[src/hdl/ocd_pkg.sv]
// Shared types and constants for the outcode classifier and DDA line drawer.
// Used by the front end, the back end, the checker and the top level; depends on nothing else.
`default_nettype none

package ocd_pkg;

    localparam int CLASS_W     = 2;
    localparam int CODE_W      = 4;
    localparam int COLOR_W     = 4;
    localparam int CFG_INDEX_W = 3;

    // Outcode bit positions.
    localparam int OC_LEFT  = 0;
    localparam int OC_RIGHT = 1;
    localparam int OC_BELOW = 2;
    localparam int OC_ABOVE = 3;

    localparam logic ACT_START = 1'b0;
    localparam logic ACT_STEP  = 1'b1;

    typedef enum logic [CLASS_W-1:0] {
        CLASS_VISIBLE   = 2'd0,
        CLASS_REJECTED  = 2'd1,
        CLASS_CANDIDATE = 2'd2
    } line_class_t;

    typedef enum logic [CFG_INDEX_W-1:0] {
        REG_X_MIN     = 3'd0,
        REG_Y_MIN     = 3'd1,
        REG_X_MAX     = 3'd2,
        REG_Y_MAX     = 3'd3,
        REG_VIS_COLOR = 3'd4,
        REG_REJ_COLOR = 3'd5
    } cfg_reg_t;

    // Classified command passed from the front end to the back end.
    typedef struct packed {
        logic [COLOR_W-1:0] color;
        logic [CODE_W-1:0]  code_end;
        logic [CODE_W-1:0]  code_start;
        line_class_t        line_class;
        logic               action;
    } cmd_ctrl_t;

    localparam int CMD_CTRL_W = $bits(cmd_ctrl_t);

endpackage

`default_nettype wire

[src/hdl/outcode_classify_dda_line_drawer_core.sv]
// Outcode line classifier with a fixed-point DDA pixel stepper. Every input item gives exactly
// one result. A start item (tuser low) is classified against the window registers and sets up
// the line; each step item (tuser high) then yields one pixel until the run is spent, after
// which steps report done with tlast high. Step items are handled back to back, so pixels stream
// at one per clock while m_axis_tready stays high. A start item for a visible or rejected line
// of nonzero length holds the back end until the two bit-serial increment dividers, which produce
// one quotient bit per cycle, are done and the output is free; other start items are not held.
// A queue of QUEUE_DEPTH commands sits between the classifier and the stepper, so the input
// keeps accepting items while a division runs, until it fills. The user must write window and
// colour registers through the cfg port only while the block is idle (not enforced by the block);
// cfg_ready is always high. Depends on ocd_pkg, ocd_front, ocd_fifo, ocd_back and ocd_div.
`default_nettype none

module outcode_classify_dda_line_drawer_core
    import ocd_pkg::*;
#(
    parameter int COORD_BITS  = 10,
    parameter int FRAC_BITS   = 16,
    parameter int QUEUE_DEPTH = 4
) (
    input  wire logic                   aclk,
    input  wire logic                   aresetn,
    input  wire logic                   cfg_valid,
    output logic                        cfg_ready,
    input  wire logic [CFG_INDEX_W-1:0] cfg_index,
    input  wire logic [COORD_BITS-1:0]  cfg_data,
    input  wire logic                   s_axis_tvalid,
    output logic                        s_axis_tready,
    // x_start, y_start, x_end, y_end, zero padding
    input  wire logic [((4*COORD_BITS+7)/8)*8-1:0] s_axis_tdata,
    // action
    input  wire logic [0:0]             s_axis_tuser,
    output logic                        m_axis_tvalid,
    input  wire logic                   m_axis_tready,
    // line_class, code_start, code_end, pixel_x, pixel_y, pixel_color, zero padding
    output logic [((2*COORD_BITS+CLASS_W+2*CODE_W+COLOR_W+7)/8)*8-1:0] m_axis_tdata,
    // pixel_valid
    output logic [0:0]                  m_axis_tuser,
    output logic                        m_axis_tlast
);

    localparam int COORDS_W     = 4 * COORD_BITS;
    localparam int OUT_FIELDS_W = 2*COORD_BITS + CLASS_W + 2*CODE_W + COLOR_W;
    localparam int OUT_W        = ((OUT_FIELDS_W + 7) / 8) * 8;
    localparam int QUEUE_W      = CMD_CTRL_W + COORDS_W;

    cmd_ctrl_t             push_ctrl, pop_ctrl;
    logic [COORDS_W-1:0]   push_coords, pop_coords;
    logic                  q_push, q_full, q_pop, q_valid;
    logic [QUEUE_W-1:0]    q_rd_data;
    line_class_t           out_class;
    logic [CODE_W-1:0]     out_code_s, out_code_e;
    logic                  out_pv;
    logic [COORD_BITS-1:0] out_px, out_py;
    logic [COLOR_W-1:0]    out_color;
    logic [OUT_FIELDS_W-1:0] out_fields;

    ocd_front #(
        .COORD_BITS (COORD_BITS)
    ) u_front (
        .aclk      (aclk),
        .aresetn   (aresetn),
        .cfg_valid (cfg_valid),
        .cfg_ready (cfg_ready),
        .cfg_index (cfg_index),
        .cfg_data  (cfg_data),
        .s_valid   (s_axis_tvalid),
        .s_ready   (s_axis_tready),
        .s_action  (s_axis_tuser[0]),
        .s_coords  (s_axis_tdata[COORDS_W-1:0]),
        .q_full    (q_full),
        .q_push    (q_push),
        .q_ctrl    (push_ctrl),
        .q_coords  (push_coords)
    );

    ocd_fifo #(
        .WIDTH (QUEUE_W),
        .DEPTH (QUEUE_DEPTH)
    ) u_queue (
        .aclk    (aclk),
        .aresetn (aresetn),
        .push    (q_push),
        .wr_data ({push_coords, push_ctrl}),
        .full    (q_full),
        .pop     (q_pop),
        .valid   (q_valid),
        .rd_data (q_rd_data)
    );

    assign pop_ctrl   = cmd_ctrl_t'(q_rd_data[CMD_CTRL_W-1:0]);
    assign pop_coords = q_rd_data[CMD_CTRL_W +: COORDS_W];

    ocd_back #(
        .COORD_BITS (COORD_BITS),
        .FRAC_BITS  (FRAC_BITS)
    ) u_back (
        .aclk          (aclk),
        .aresetn       (aresetn),
        .q_valid       (q_valid),
        .q_pop         (q_pop),
        .q_ctrl        (pop_ctrl),
        .q_coords      (pop_coords),
        .m_valid       (m_axis_tvalid),
        .m_ready       (m_axis_tready),
        .m_line_class  (out_class),
        .m_code_start  (out_code_s),
        .m_code_end    (out_code_e),
        .m_pixel_valid (out_pv),
        .m_pixel_x     (out_px),
        .m_pixel_y     (out_py),
        .m_pixel_color (out_color),
        .m_last_pixel  (m_axis_tlast)
    );

    assign out_fields      = {out_color, out_py, out_px, out_code_e, out_code_s, out_class};
    assign m_axis_tdata    = OUT_W'(out_fields);
    assign m_axis_tuser[0] = out_pv;

endmodule

`default_nettype wire

[src/hdl/ocd_fifo.sv]
// Short command queue between the front and back ends, built from registers.
// Generic in width and depth; uses no package.
`default_nettype none

module ocd_fifo #(
    parameter int WIDTH = 8,
    parameter int DEPTH = 4
) (
    input  wire logic             aclk,
    input  wire logic             aresetn,
    input  wire logic             push,
    input  wire logic [WIDTH-1:0] wr_data,
    output logic                  full,
    input  wire logic             pop,
    output logic                  valid,
    output logic [WIDTH-1:0]      rd_data
);

    localparam int PTR_W = $clog2(DEPTH);
    localparam int CNT_W = $clog2(DEPTH + 1);

    logic [WIDTH-1:0] mem_reg [DEPTH];
    logic [PTR_W-1:0] wr_ptr_reg, wr_ptr_next;
    logic [PTR_W-1:0] rd_ptr_reg, rd_ptr_next;
    logic [CNT_W-1:0] count_reg, count_next;
    logic             do_push, do_pop;

    assign full    = (count_reg == CNT_W'(DEPTH));
    assign valid   = (count_reg != '0);
    assign rd_data = mem_reg[rd_ptr_reg];
    assign do_push = push && !full;
    assign do_pop  = pop && valid;

    // Pointers wrap at the last entry, so the depth need not be a power of two.
    always_comb begin
        wr_ptr_next = wr_ptr_reg;
        rd_ptr_next = rd_ptr_reg;
        count_next  = count_reg;
        if (do_push) begin
            wr_ptr_next = (wr_ptr_reg == PTR_W'(DEPTH - 1)) ? '0 : wr_ptr_reg + PTR_W'(1);
        end
        if (do_pop) begin
            rd_ptr_next = (rd_ptr_reg == PTR_W'(DEPTH - 1)) ? '0 : rd_ptr_reg + PTR_W'(1);
        end
        if (do_push && !do_pop) begin
            count_next = count_reg + CNT_W'(1);
        end else if (do_pop && !do_push) begin
            count_next = count_reg - CNT_W'(1);
        end
    end

    always_ff @(posedge aclk) begin
        if (!aresetn) begin
            wr_ptr_reg <= '0;
            rd_ptr_reg <= '0;
            count_reg  <= '0;
        end else begin
            wr_ptr_reg <= wr_ptr_next;
            rd_ptr_reg <= rd_ptr_next;
            count_reg  <= count_next;
        end
    end

    always_ff @(posedge aclk) begin
        if (do_push) begin
            mem_reg[wr_ptr_reg] <= wr_data;
        end
    end

endmodule

`default_nettype wire

[src/hdl/ocd_front.sv]
// Front end: window and colour registers, outcode computation and line classification.
// Depends on ocd_pkg; feeds classified commands into the command queue.
`default_nettype none

module ocd_front
    import ocd_pkg::*;
#(
    parameter int COORD_BITS = 10
) (
    input  wire logic                    aclk,
    input  wire logic                    aresetn,
    input  wire logic                    cfg_valid,
    output logic                         cfg_ready,
    input  wire logic [CFG_INDEX_W-1:0]  cfg_index,
    input  wire logic [COORD_BITS-1:0]   cfg_data,
    input  wire logic                    s_valid,
    output logic                         s_ready,
    input  wire logic                    s_action,
    input  wire logic [4*COORD_BITS-1:0] s_coords,
    input  wire logic                    q_full,
    output logic                         q_push,
    output cmd_ctrl_t                    q_ctrl,
    output logic [4*COORD_BITS-1:0]      q_coords
);

    logic [COORD_BITS-1:0] x_min_reg, y_min_reg, x_max_reg, y_max_reg;
    logic [COLOR_W-1:0]    vis_color_reg, rej_color_reg;
    logic [COORD_BITS-1:0] x0, y0, x1, y1;
    logic [CODE_W-1:0]     c0, c1;
    line_class_t           cls;

    function automatic logic [CODE_W-1:0] outcode(
        input logic [COORD_BITS-1:0] x,
        input logic [COORD_BITS-1:0] y,
        input logic [COORD_BITS-1:0] xmin,
        input logic [COORD_BITS-1:0] ymin,
        input logic [COORD_BITS-1:0] xmax,
        input logic [COORD_BITS-1:0] ymax
    );
        logic [CODE_W-1:0] c;
        c           = '0;
        c[OC_ABOVE] = (y > ymax);
        c[OC_BELOW] = (y < ymin);
        c[OC_RIGHT] = (x > xmax);
        c[OC_LEFT]  = (x < xmin);
        return c;
    endfunction

    assign cfg_ready = 1'b1;

    always_ff @(posedge aclk) begin
        if (!aresetn) begin
            x_min_reg     <= '0;
            y_min_reg     <= '0;
            x_max_reg     <= '1;
            y_max_reg     <= '1;
            vis_color_reg <= COLOR_W'(2);
            rej_color_reg <= COLOR_W'(4);
        end else if (cfg_valid) begin
            case (cfg_reg_t'(cfg_index))
                REG_X_MIN:     x_min_reg     <= cfg_data;
                REG_Y_MIN:     y_min_reg     <= cfg_data;
                REG_X_MAX:     x_max_reg     <= cfg_data;
                REG_Y_MAX:     y_max_reg     <= cfg_data;
                REG_VIS_COLOR: vis_color_reg <= cfg_data[COLOR_W-1:0];
                REG_REJ_COLOR: rej_color_reg <= cfg_data[COLOR_W-1:0];
                default: ;
            endcase
        end
    end

    assign x0 = s_coords[0*COORD_BITS +: COORD_BITS];
    assign y0 = s_coords[1*COORD_BITS +: COORD_BITS];
    assign x1 = s_coords[2*COORD_BITS +: COORD_BITS];
    assign y1 = s_coords[3*COORD_BITS +: COORD_BITS];

    assign c0 = outcode(x0, y0, x_min_reg, y_min_reg, x_max_reg, y_max_reg);
    assign c1 = outcode(x1, y1, x_min_reg, y_min_reg, x_max_reg, y_max_reg);

    always_comb begin
        if (c0 == '0 && c1 == '0) begin
            cls = CLASS_VISIBLE;
        end else if ((c0 & c1) != '0) begin
            cls = CLASS_REJECTED;
        end else begin
            cls = CLASS_CANDIDATE;
        end
    end

    always_comb begin
        q_ctrl.action     = s_action;
        q_ctrl.line_class = cls;
        q_ctrl.code_start = c0;
        q_ctrl.code_end   = c1;
        case (cls)
            CLASS_VISIBLE:  q_ctrl.color = vis_color_reg;
            CLASS_REJECTED: q_ctrl.color = rej_color_reg;
            default:        q_ctrl.color = '0;
        endcase
    end

    assign q_coords = s_coords;
    assign s_ready  = !q_full;
    assign q_push   = s_valid && !q_full;

endmodule

`default_nettype wire

[src/hdl/ocd_div.sv]
// Bit-serial divider producing one signed DDA increment, (b - a) * 2^FRAC_BITS / steps,
// truncated toward zero. One quotient bit per cycle; uses no package.
`default_nettype none

module ocd_div #(
    parameter int COORD_BITS = 10,
    parameter int FRAC_BITS  = 16
) (
    input  wire logic                  aclk,
    input  wire logic                  aresetn,
    input  wire logic                  start,
    input  wire logic [COORD_BITS-1:0] a,
    input  wire logic [COORD_BITS-1:0] b,
    input  wire logic [COORD_BITS-1:0] steps,
    output logic                       done,
    output logic [FRAC_BITS+1:0]       inc
);

    localparam int CNT_W = $clog2(FRAC_BITS + 2);

    logic [COORD_BITS:0]   rem_reg, rem_next;
    logic [FRAC_BITS:0]    quo_reg, quo_next;
    logic [CNT_W-1:0]      cnt_reg, cnt_next;
    logic [COORD_BITS-1:0] steps_reg, steps_next;
    logic                  neg_reg, neg_next;
    logic                  busy_reg, busy_next;
    logic                  done_reg, done_next;
    logic                  ge;
    logic [COORD_BITS:0]   rem_sub;
    logic [COORD_BITS-1:0] mag;
    logic [FRAC_BITS+1:0]  quo_ext;

    // The magnitude never exceeds the step count, so the quotient fits in
    // FRAC_BITS+1 bits and each partial remainder stays below the divisor.
    assign ge      = (rem_reg >= {1'b0, steps_reg});
    assign rem_sub = ge ? rem_reg - {1'b0, steps_reg} : rem_reg;
    assign mag     = (b < a) ? a - b : b - a;

    always_comb begin
        rem_next   = rem_reg;
        quo_next   = quo_reg;
        cnt_next   = cnt_reg;
        steps_next = steps_reg;
        neg_next   = neg_reg;
        busy_next  = busy_reg;
        done_next  = done_reg;
        if (start) begin
            rem_next   = {1'b0, mag};
            quo_next   = '0;
            cnt_next   = CNT_W'(FRAC_BITS + 1);
            steps_next = steps;
            neg_next   = (b < a);
            busy_next  = 1'b1;
            done_next  = 1'b0;
        end else if (busy_reg) begin
            quo_next = {quo_reg[FRAC_BITS-1:0], ge};
            rem_next = {rem_sub[COORD_BITS-1:0], 1'b0};
            cnt_next = cnt_reg - CNT_W'(1);
            if (cnt_reg == CNT_W'(1)) begin
                busy_next = 1'b0;
                done_next = 1'b1;
            end
        end
    end

    always_ff @(posedge aclk) begin
        if (!aresetn) begin
            busy_reg <= 1'b0;
            done_reg <= 1'b0;
        end else begin
            busy_reg <= busy_next;
            done_reg <= done_next;
        end
    end

    always_ff @(posedge aclk) begin
        rem_reg   <= rem_next;
        quo_reg   <= quo_next;
        cnt_reg   <= cnt_next;
        steps_reg <= steps_next;
        neg_reg   <= neg_next;
    end

    assign quo_ext = {1'b0, quo_reg};
    assign inc     = neg_reg ? (FRAC_BITS+2)'(0) - quo_ext : quo_ext;
    assign done    = done_reg;

endmodule

`default_nettype wire

[src/hdl/ocd_back.sv]
// Back end: line set-up, DDA stepping and the output register.
// Depends on ocd_pkg and ocd_div; drains commands from the command queue.
`default_nettype none

module ocd_back
    import ocd_pkg::*;
#(
    parameter int COORD_BITS = 10,
    parameter int FRAC_BITS  = 16
) (
    input  wire logic                    aclk,
    input  wire logic                    aresetn,
    input  wire logic                    q_valid,
    output logic                         q_pop,
    input  wire cmd_ctrl_t               q_ctrl,
    input  wire logic [4*COORD_BITS-1:0] q_coords,
    output logic                         m_valid,
    input  wire logic                    m_ready,
    output line_class_t                  m_line_class,
    output logic [CODE_W-1:0]            m_code_start,
    output logic [CODE_W-1:0]            m_code_end,
    output logic                         m_pixel_valid,
    output logic [COORD_BITS-1:0]        m_pixel_x,
    output logic [COORD_BITS-1:0]        m_pixel_y,
    output logic [COLOR_W-1:0]           m_pixel_color,
    output logic                         m_last_pixel
);

    localparam int POS_W  = COORD_BITS + FRAC_BITS;
    localparam int INC_W  = FRAC_BITS + 2;
    localparam int LEFT_W = COORD_BITS + 1;

    typedef enum logic [1:0] {
        BK_RUN = 2'b01,
        BK_DIV = 2'b10
    } back_state_t;

    back_state_t           state_reg, state_next;
    logic [POS_W-1:0]      pos_x_reg, pos_x_next, pos_y_reg, pos_y_next;
    logic [INC_W-1:0]      inc_x_reg, inc_x_next, inc_y_reg, inc_y_next;
    logic [LEFT_W-1:0]     left_reg, left_next;
    logic [COLOR_W-1:0]    color_reg, color_next;
    line_class_t           class_reg, class_next;
    logic [CODE_W-1:0]     code_s_reg, code_s_next, code_e_reg, code_e_next;

    logic                  out_valid_reg, out_valid_next;
    line_class_t           out_class_reg, out_class_next;
    logic [CODE_W-1:0]     out_code_s_reg, out_code_s_next;
    logic [CODE_W-1:0]     out_code_e_reg, out_code_e_next;
    logic                  out_pv_reg, out_pv_next;
    logic [COORD_BITS-1:0] out_px_reg, out_px_next, out_py_reg, out_py_next;
    logic [COLOR_W-1:0]    out_color_reg, out_color_next;
    logic                  out_last_reg, out_last_next;

    logic [COORD_BITS-1:0] x0, y0, x1, y1, adx, ady, steps;
    logic                  out_free, div_start, div_done_x, div_done_y;
    logic [INC_W-1:0]      div_inc_x, div_inc_y;
    logic [POS_W-1:0]      inc_x_ext, inc_y_ext;

    assign x0 = q_coords[0*COORD_BITS +: COORD_BITS];
    assign y0 = q_coords[1*COORD_BITS +: COORD_BITS];
    assign x1 = q_coords[2*COORD_BITS +: COORD_BITS];
    assign y1 = q_coords[3*COORD_BITS +: COORD_BITS];

    assign adx   = (x1 > x0) ? x1 - x0 : x0 - x1;
    assign ady   = (y1 > y0) ? y1 - y0 : y0 - y1;
    assign steps = (adx > ady) ? adx : ady;

    assign inc_x_ext = {{(COORD_BITS-2){inc_x_reg[INC_W-1]}}, inc_x_reg};
    assign inc_y_ext = {{(COORD_BITS-2){inc_y_reg[INC_W-1]}}, inc_y_reg};

    assign out_free = !out_valid_reg || m_ready;

    ocd_div #(
        .COORD_BITS (COORD_BITS),
        .FRAC_BITS  (FRAC_BITS)
    ) u_div_x (
        .aclk    (aclk),
        .aresetn (aresetn),
        .start   (div_start),
        .a       (x0),
        .b       (x1),
        .steps   (steps),
        .done    (div_done_x),
        .inc     (div_inc_x)
    );

    ocd_div #(
        .COORD_BITS (COORD_BITS),
        .FRAC_BITS  (FRAC_BITS)
    ) u_div_y (
        .aclk    (aclk),
        .aresetn (aresetn),
        .start   (div_start),
        .a       (y0),
        .b       (y1),
        .steps   (steps),
        .done    (div_done_y),
        .inc     (div_inc_y)
    );

    always_comb begin
        state_next      = state_reg;
        pos_x_next      = pos_x_reg;
        pos_y_next      = pos_y_reg;
        inc_x_next      = inc_x_reg;
        inc_y_next      = inc_y_reg;
        left_next       = left_reg;
        color_next      = color_reg;
        class_next      = class_reg;
        code_s_next     = code_s_reg;
        code_e_next     = code_e_reg;
        out_valid_next  = out_valid_reg;
        out_class_next  = out_class_reg;
        out_code_s_next = out_code_s_reg;
        out_code_e_next = out_code_e_reg;
        out_pv_next     = out_pv_reg;
        out_px_next     = out_px_reg;
        out_py_next     = out_py_reg;
        out_color_next  = out_color_reg;
        out_last_next   = out_last_reg;
        q_pop           = 1'b0;
        div_start       = 1'b0;

        if (out_valid_reg && m_ready) begin
            out_valid_next = 1'b0;
        end

        case (state_reg)
            BK_RUN: begin
                if (q_valid && out_free) begin
                    q_pop          = 1'b1;
                    out_valid_next = 1'b1;
                    out_pv_next    = 1'b0;
                    out_px_next    = '0;
                    out_py_next    = '0;
                    out_color_next = '0;
                    if (q_ctrl.action == ACT_STEP) begin
                        out_class_next  = class_reg;
                        out_code_s_next = '0;
                        out_code_e_next = '0;
                        if (left_reg == '0) begin
                            out_last_next = 1'b1;
                        end else begin
                            out_pv_next    = 1'b1;
                            out_px_next    = pos_x_reg[FRAC_BITS +: COORD_BITS];
                            out_py_next    = pos_y_reg[FRAC_BITS +: COORD_BITS];
                            out_color_next = color_reg;
                            out_last_next  = (left_reg == LEFT_W'(1));
                            pos_x_next     = pos_x_reg + inc_x_ext;
                            pos_y_next     = pos_y_reg + inc_y_ext;
                            left_next      = left_reg - LEFT_W'(1);
                        end
                    end else begin
                        class_next      = q_ctrl.line_class;
                        code_s_next     = q_ctrl.code_start;
                        code_e_next     = q_ctrl.code_end;
                        out_class_next  = q_ctrl.line_class;
                        out_code_s_next = q_ctrl.code_start;
                        out_code_e_next = q_ctrl.code_end;
                        pos_x_next      = {x0, {FRAC_BITS{1'b0}}};
                        pos_y_next      = {y0, {FRAC_BITS{1'b0}}};
                        color_next      = q_ctrl.color;
                        out_last_next   = 1'b1;
                        if (q_ctrl.line_class == CLASS_CANDIDATE || steps == '0) begin
                            left_next  = (q_ctrl.line_class == CLASS_CANDIDATE)
                                         ? '0 : {1'b0, steps};
                            inc_x_next = '0;
                            inc_y_next = '0;
                        end else begin
                            // The start result waits until both increments are known.
                            left_next      = {1'b0, steps};
                            div_start      = 1'b1;
                            out_valid_next = 1'b0;
                            state_next     = BK_DIV;
                        end
                    end
                end
            end
            BK_DIV: begin
                if (div_done_x && div_done_y && out_free) begin
                    inc_x_next      = div_inc_x;
                    inc_y_next      = div_inc_y;
                    out_valid_next  = 1'b1;
                    out_class_next  = class_reg;
                    out_code_s_next = code_s_reg;
                    out_code_e_next = code_e_reg;
                    out_pv_next     = 1'b0;
                    out_px_next     = '0;
                    out_py_next     = '0;
                    out_color_next  = '0;
                    out_last_next   = 1'b0;
                    state_next      = BK_RUN;
                end
            end
            default: begin
                state_next = BK_RUN;
            end
        endcase
    end

    always_ff @(posedge aclk) begin
        if (!aresetn) begin
            state_reg     <= BK_RUN;
            left_reg      <= '0;
            class_reg     <= CLASS_VISIBLE;
            out_valid_reg <= 1'b0;
        end else begin
            state_reg     <= state_next;
            left_reg      <= left_next;
            class_reg     <= class_next;
            out_valid_reg <= out_valid_next;
        end
    end

    always_ff @(posedge aclk) begin
        pos_x_reg      <= pos_x_next;
        pos_y_reg      <= pos_y_next;
        inc_x_reg      <= inc_x_next;
        inc_y_reg      <= inc_y_next;
        color_reg      <= color_next;
        code_s_reg     <= code_s_next;
        code_e_reg     <= code_e_next;
        out_class_reg  <= out_class_next;
        out_code_s_reg <= out_code_s_next;
        out_code_e_reg <= out_code_e_next;
        out_pv_reg     <= out_pv_next;
        out_px_reg     <= out_px_next;
        out_py_reg     <= out_py_next;
        out_color_reg  <= out_color_next;
        out_last_reg   <= out_last_next;
    end

    assign m_valid       = out_valid_reg;
    assign m_line_class  = out_class_reg;
    assign m_code_start  = out_code_s_reg;
    assign m_code_end    = out_code_e_reg;
    assign m_pixel_valid = out_pv_reg;
    assign m_pixel_x     = out_px_reg;
    assign m_pixel_y     = out_py_reg;
    assign m_pixel_color = out_color_reg;
    assign m_last_pixel  = out_last_reg;

endmodule

`default_nettype wire

[config.mk]
export PLATFORM = sky130hd
export DESIGN_NAME = outcode_classify_dda_line_drawer_core
export DESIGN_NICKNAME = d
export VERILOG_FILES = /design/src/hdl/ocd_pkg.sv /design/src/hdl/outcode_classify_dda_line_drawer_core.sv /design/src/hdl/ocd_fifo.sv /design/src/hdl/ocd_front.sv /design/src/hdl/ocd_div.sv /design/src/hdl/ocd_back.sv
export SDC_FILE = /design/constraint.sdc
export NUM_CORES = 1
export LEC_CHECK = 0
export BUFFER_PORTS_ARGS = -buffer_cell sky130_fd_sc_hd__buf_2
export CAP_MARGIN = 30
export CORE_MARGIN = 2
export CORE_UTILIZATION = 55
export DETAILED_ROUTE_END_ITERATION = 10
export PLACE_DENSITY = 0.86
export SLEW_MARGIN = 0
export SYNTH_ARGS = -nofsm -noshare
export SYNTH_HDL_FRONTEND = slang
export SYNTH_SLANG_ARGS = --single-unit
[constraint.sdc]
create_clock -name aclk -period 8.1 [get_ports aclk]
set_input_delay 0 -clock aclk [delete_from_list [all_inputs] [get_ports aclk]]
set_output_delay 0 -clock aclk [all_outputs]
set_load 0.02 [all_outputs]
==> flow_summary.ini <==
[setup_path]
worstSetupPathType = reg2reg
worstPathCellList = mux4_2 > inv_1 > ha_1 > inv_1 > fa_1 > a21o_1 > a22oi_1 > a22o_1 > or2_1 > mux2i_1 > xnor2_1 > inv_1 > ha_1 > nand4_1 > o221ai_1 > a31oi_1 > nor2_1 > buf_4 > nand2_1 > mux2i_1 > a32o_1 > a211oi_4 > buf_4 > or2_1
cp-end-kind = flip-flop
crit_family = compound AO/OA/AOI/OAI gates
r2r_slack_ns = 1.05
reg2reg_depth = 24
arrival_ns = 7.29
crit_slowest_cell = dfxtp_4
cp_common_cell = inv_1
r2r-end = u_back.u_div_x.rem_reg[2]
path_max_fanout = 38
critPathBufInv = 5
max_stage_delay_ns = 0.83
crit_end = u_back.u_div_x.rem_reg[2]
required_ns = 8.35
crit_cells = 24
startpoint_type = flip-flop

[min_path]
hold_path.class = in2reg

[yosys]
synthArstFlopShare_pct = 0
avgSynthCellArea_um2 = 11.3
ys_types = 77
netlist_instances = 2440
synth_area_um2 = 27700
synth_top_flop_cell = edfxtp_1
yosysSeqAreaShare_pct = 51.0
ys_ff_latch = 511
ys_warn_count = 0
synth_edf_count = 388

[clocking]
clk_latency_ns = 0.61
cts_max_level = 2
ctsResizeCount = 0
cts_tree = done
cts_buffer_depth = 3
cts.sinks = 511
clk_pin_slew_ns = 0.06
ctsRootBufferMaster = clkbuf_16
cts_made_buffers = 52

[grt]
grt_max_degree = 93
grt_pass1_wl_um = 109000
track_usage_pct = 26.2
antenna_found_initial = 0
grt_pass1_vias = 20600
grt_overflow = 0

[cells_and_area]
area_growth_pct = 13.3
layout_common_cells = edfxtp_1 (388), ha_1 (209), nand2_1 (199), inv_1 (173), nor2_1 (164)
largest_reg_flops = 220
layout-drive-gt1-share_pct = 11.3
fin_area_um2 = 31300
nNetsFinal = 2876
final_common_cell = edfxtp_1

[placed_design]
place_congestion = 0.930
place.port_buffers = 96
dp_hpwl_um = 47300
dpl_cell_area_um2 = 28900

[run_status]
status = complete, no violations

[floorplan]
pin_count = 104
start_util_pct = 55.5
dieArea_um2 = 52100
num_rows = 82
die_w_um = 228
core-area_um2 = 49900
fp.dieH_um = 228

[drt]
drc_errors = 0
vias = 20000
viasPerCell = 6.05
drtPass1Iterations = 5
antenna_left = 0
drt_iter0_markers = 1895
wire_per_inst_um = 20.8
wirelength_um = 68900

[timing]
rsz0062_at_grt = false
tightest_slew_ns = 1.06
fmax_mhz = 142
finalSetupTns_ns = 0
fin_crit_sh_pct = 87.0
setup-violations-final = 0
finalCriticalPeriod_ns = 7.05
slew_headroom_pct = 29.0
finClkSkew_ns = 0.0223
drv_slew = 0
finalHoldViolCount = 0

[job]
drv_cap = 0
[stage by stage]
stage          hold WS, ns  utilization, %  cells  setup WS [ns]
2_1_floorplan       0.0989               -   2445          0.716
3_3_place_gp         0.214            57.8   3142           1.18
3_5_place_dp         0.225            57.9   3149           1.02
4_1_cts              0.194            62.7   3308          0.982
5_1_grt              0.225            62.8   3311          0.517
6_report             0.228            62.8   3312           1.05
[metal layers]
metal | part of all wire, % | up-vias | GRT usage (%) | wire, um
met3 | 5.6 | 205 | 3.11 | 3890
met2 | 49 | 811 | 45.8 | 34100
li1 | - | 9221 | - | -
met4 | 5.8 | 0 | 14.7 | 3980
met5 | 0 | - | 0 | 0
met1 | 39 | 9796 | 31.4 | 26900
[cells by family after synthesis]
kind of cell             Yosys count  synth area share [%]
multiplexers                     164                  8.43
other                              2                0.0272
buffers and inverters            269                  3.87
flip-flops                       511                  51.0
adder cells (fa/ha/maj)          219                  10.2
AND/OR/NAND/NOR                  675                  11.8
XOR/XNOR                         111                  3.52
AO/OA/AOI/OAI                    489                  11.2
[worst min path at each step]
stage                                 from                     end  slack (ns)  depth (start not counted)
after global placement        s_axis_tuser   u_queue.mem_reg[1][0]        0.21                          1
after floorplan               s_axis_tuser   u_queue.mem_reg[0][0]         0.1                          0
after CTS                 s_axis_tdata[35]  u_queue.mem_reg[0][50]        0.19                          2
after global routing      s_axis_tdata[35]  u_queue.mem_reg[0][50]        0.22                          2
after detailed placement      s_axis_tuser   u_queue.mem_reg[3][0]        0.23                          1
final                     s_axis_tdata[35]  u_queue.mem_reg[0][50]        0.23                          2
[synthesized netlist by cell type (5+ instances only)]
master	count	share of area, %
a21o_1	43	1.2
a2111oi_0	6	0.19
edfxtp_1	388	42
a211oi_1	17	0.46
inv_1	173	2.3
a221oi_1	7	0.22
mux2i_1	99	3.6
nand2b_1	34	0.77
xnor2_1	78	2.5
o21ai_0	121	2.2
o211ai_1	28	0.76
nor2b_1	35	0.79
and3_1	15	0.34
o22ai_1	10	0.23
fa_1	9	0.65
nor4_1	7	0.16
xor2_1	33	1.0
nand3_1	40	0.72
mux4_2	54	4.4
buf_4	9	0.24
buf_1	12	0.16
o21bai_1	11	0.30
or3_1	16	0.36
nor3_1	49	0.89
nor3b_1	5	0.14
nor2_1	165	2.2
and2_1	64	1.4
o21a_1	26	0.71
o31ai_1	11	0.30
a21oi_1	142	2.6
dfxtp_1	123	8.9
buf_2	15	0.27
or2_2	7	0.16
o41ai_1	8	0.25
nand4_1	14	0.32
clkbuf_1	58	0.79
nor4b_1	7	0.22
ha_1	210	9.5
mux2_2	11	0.45
a31oi_1	15	0.34
nand2_1	199	2.7
[layout make-up]
cell class              instances  area (um^2)
inverters                     174          653
diodes                          1         2.50
clock buffers                  67         1430
multi-input cells            1665        12500
clock inverters                28          308
repair buffers                194         1420
flip-flops and latches        511        14100
fillers                      3657        18500
well taps                     672          841
[what timing repair did]
| action | CTS | global route |
|---|---|---|
| endpoints found under the hold margin | 219 | 0 |
| setup buffers | 0 | 0 |
| hold buffers | 64 | 0 |
| endpoints found under the setup margin | 0 | 0 |
Power is left out: the tool's default activity adds up to more than one toggle a clock period on the data nets, which glitch-free logic cannot reach.
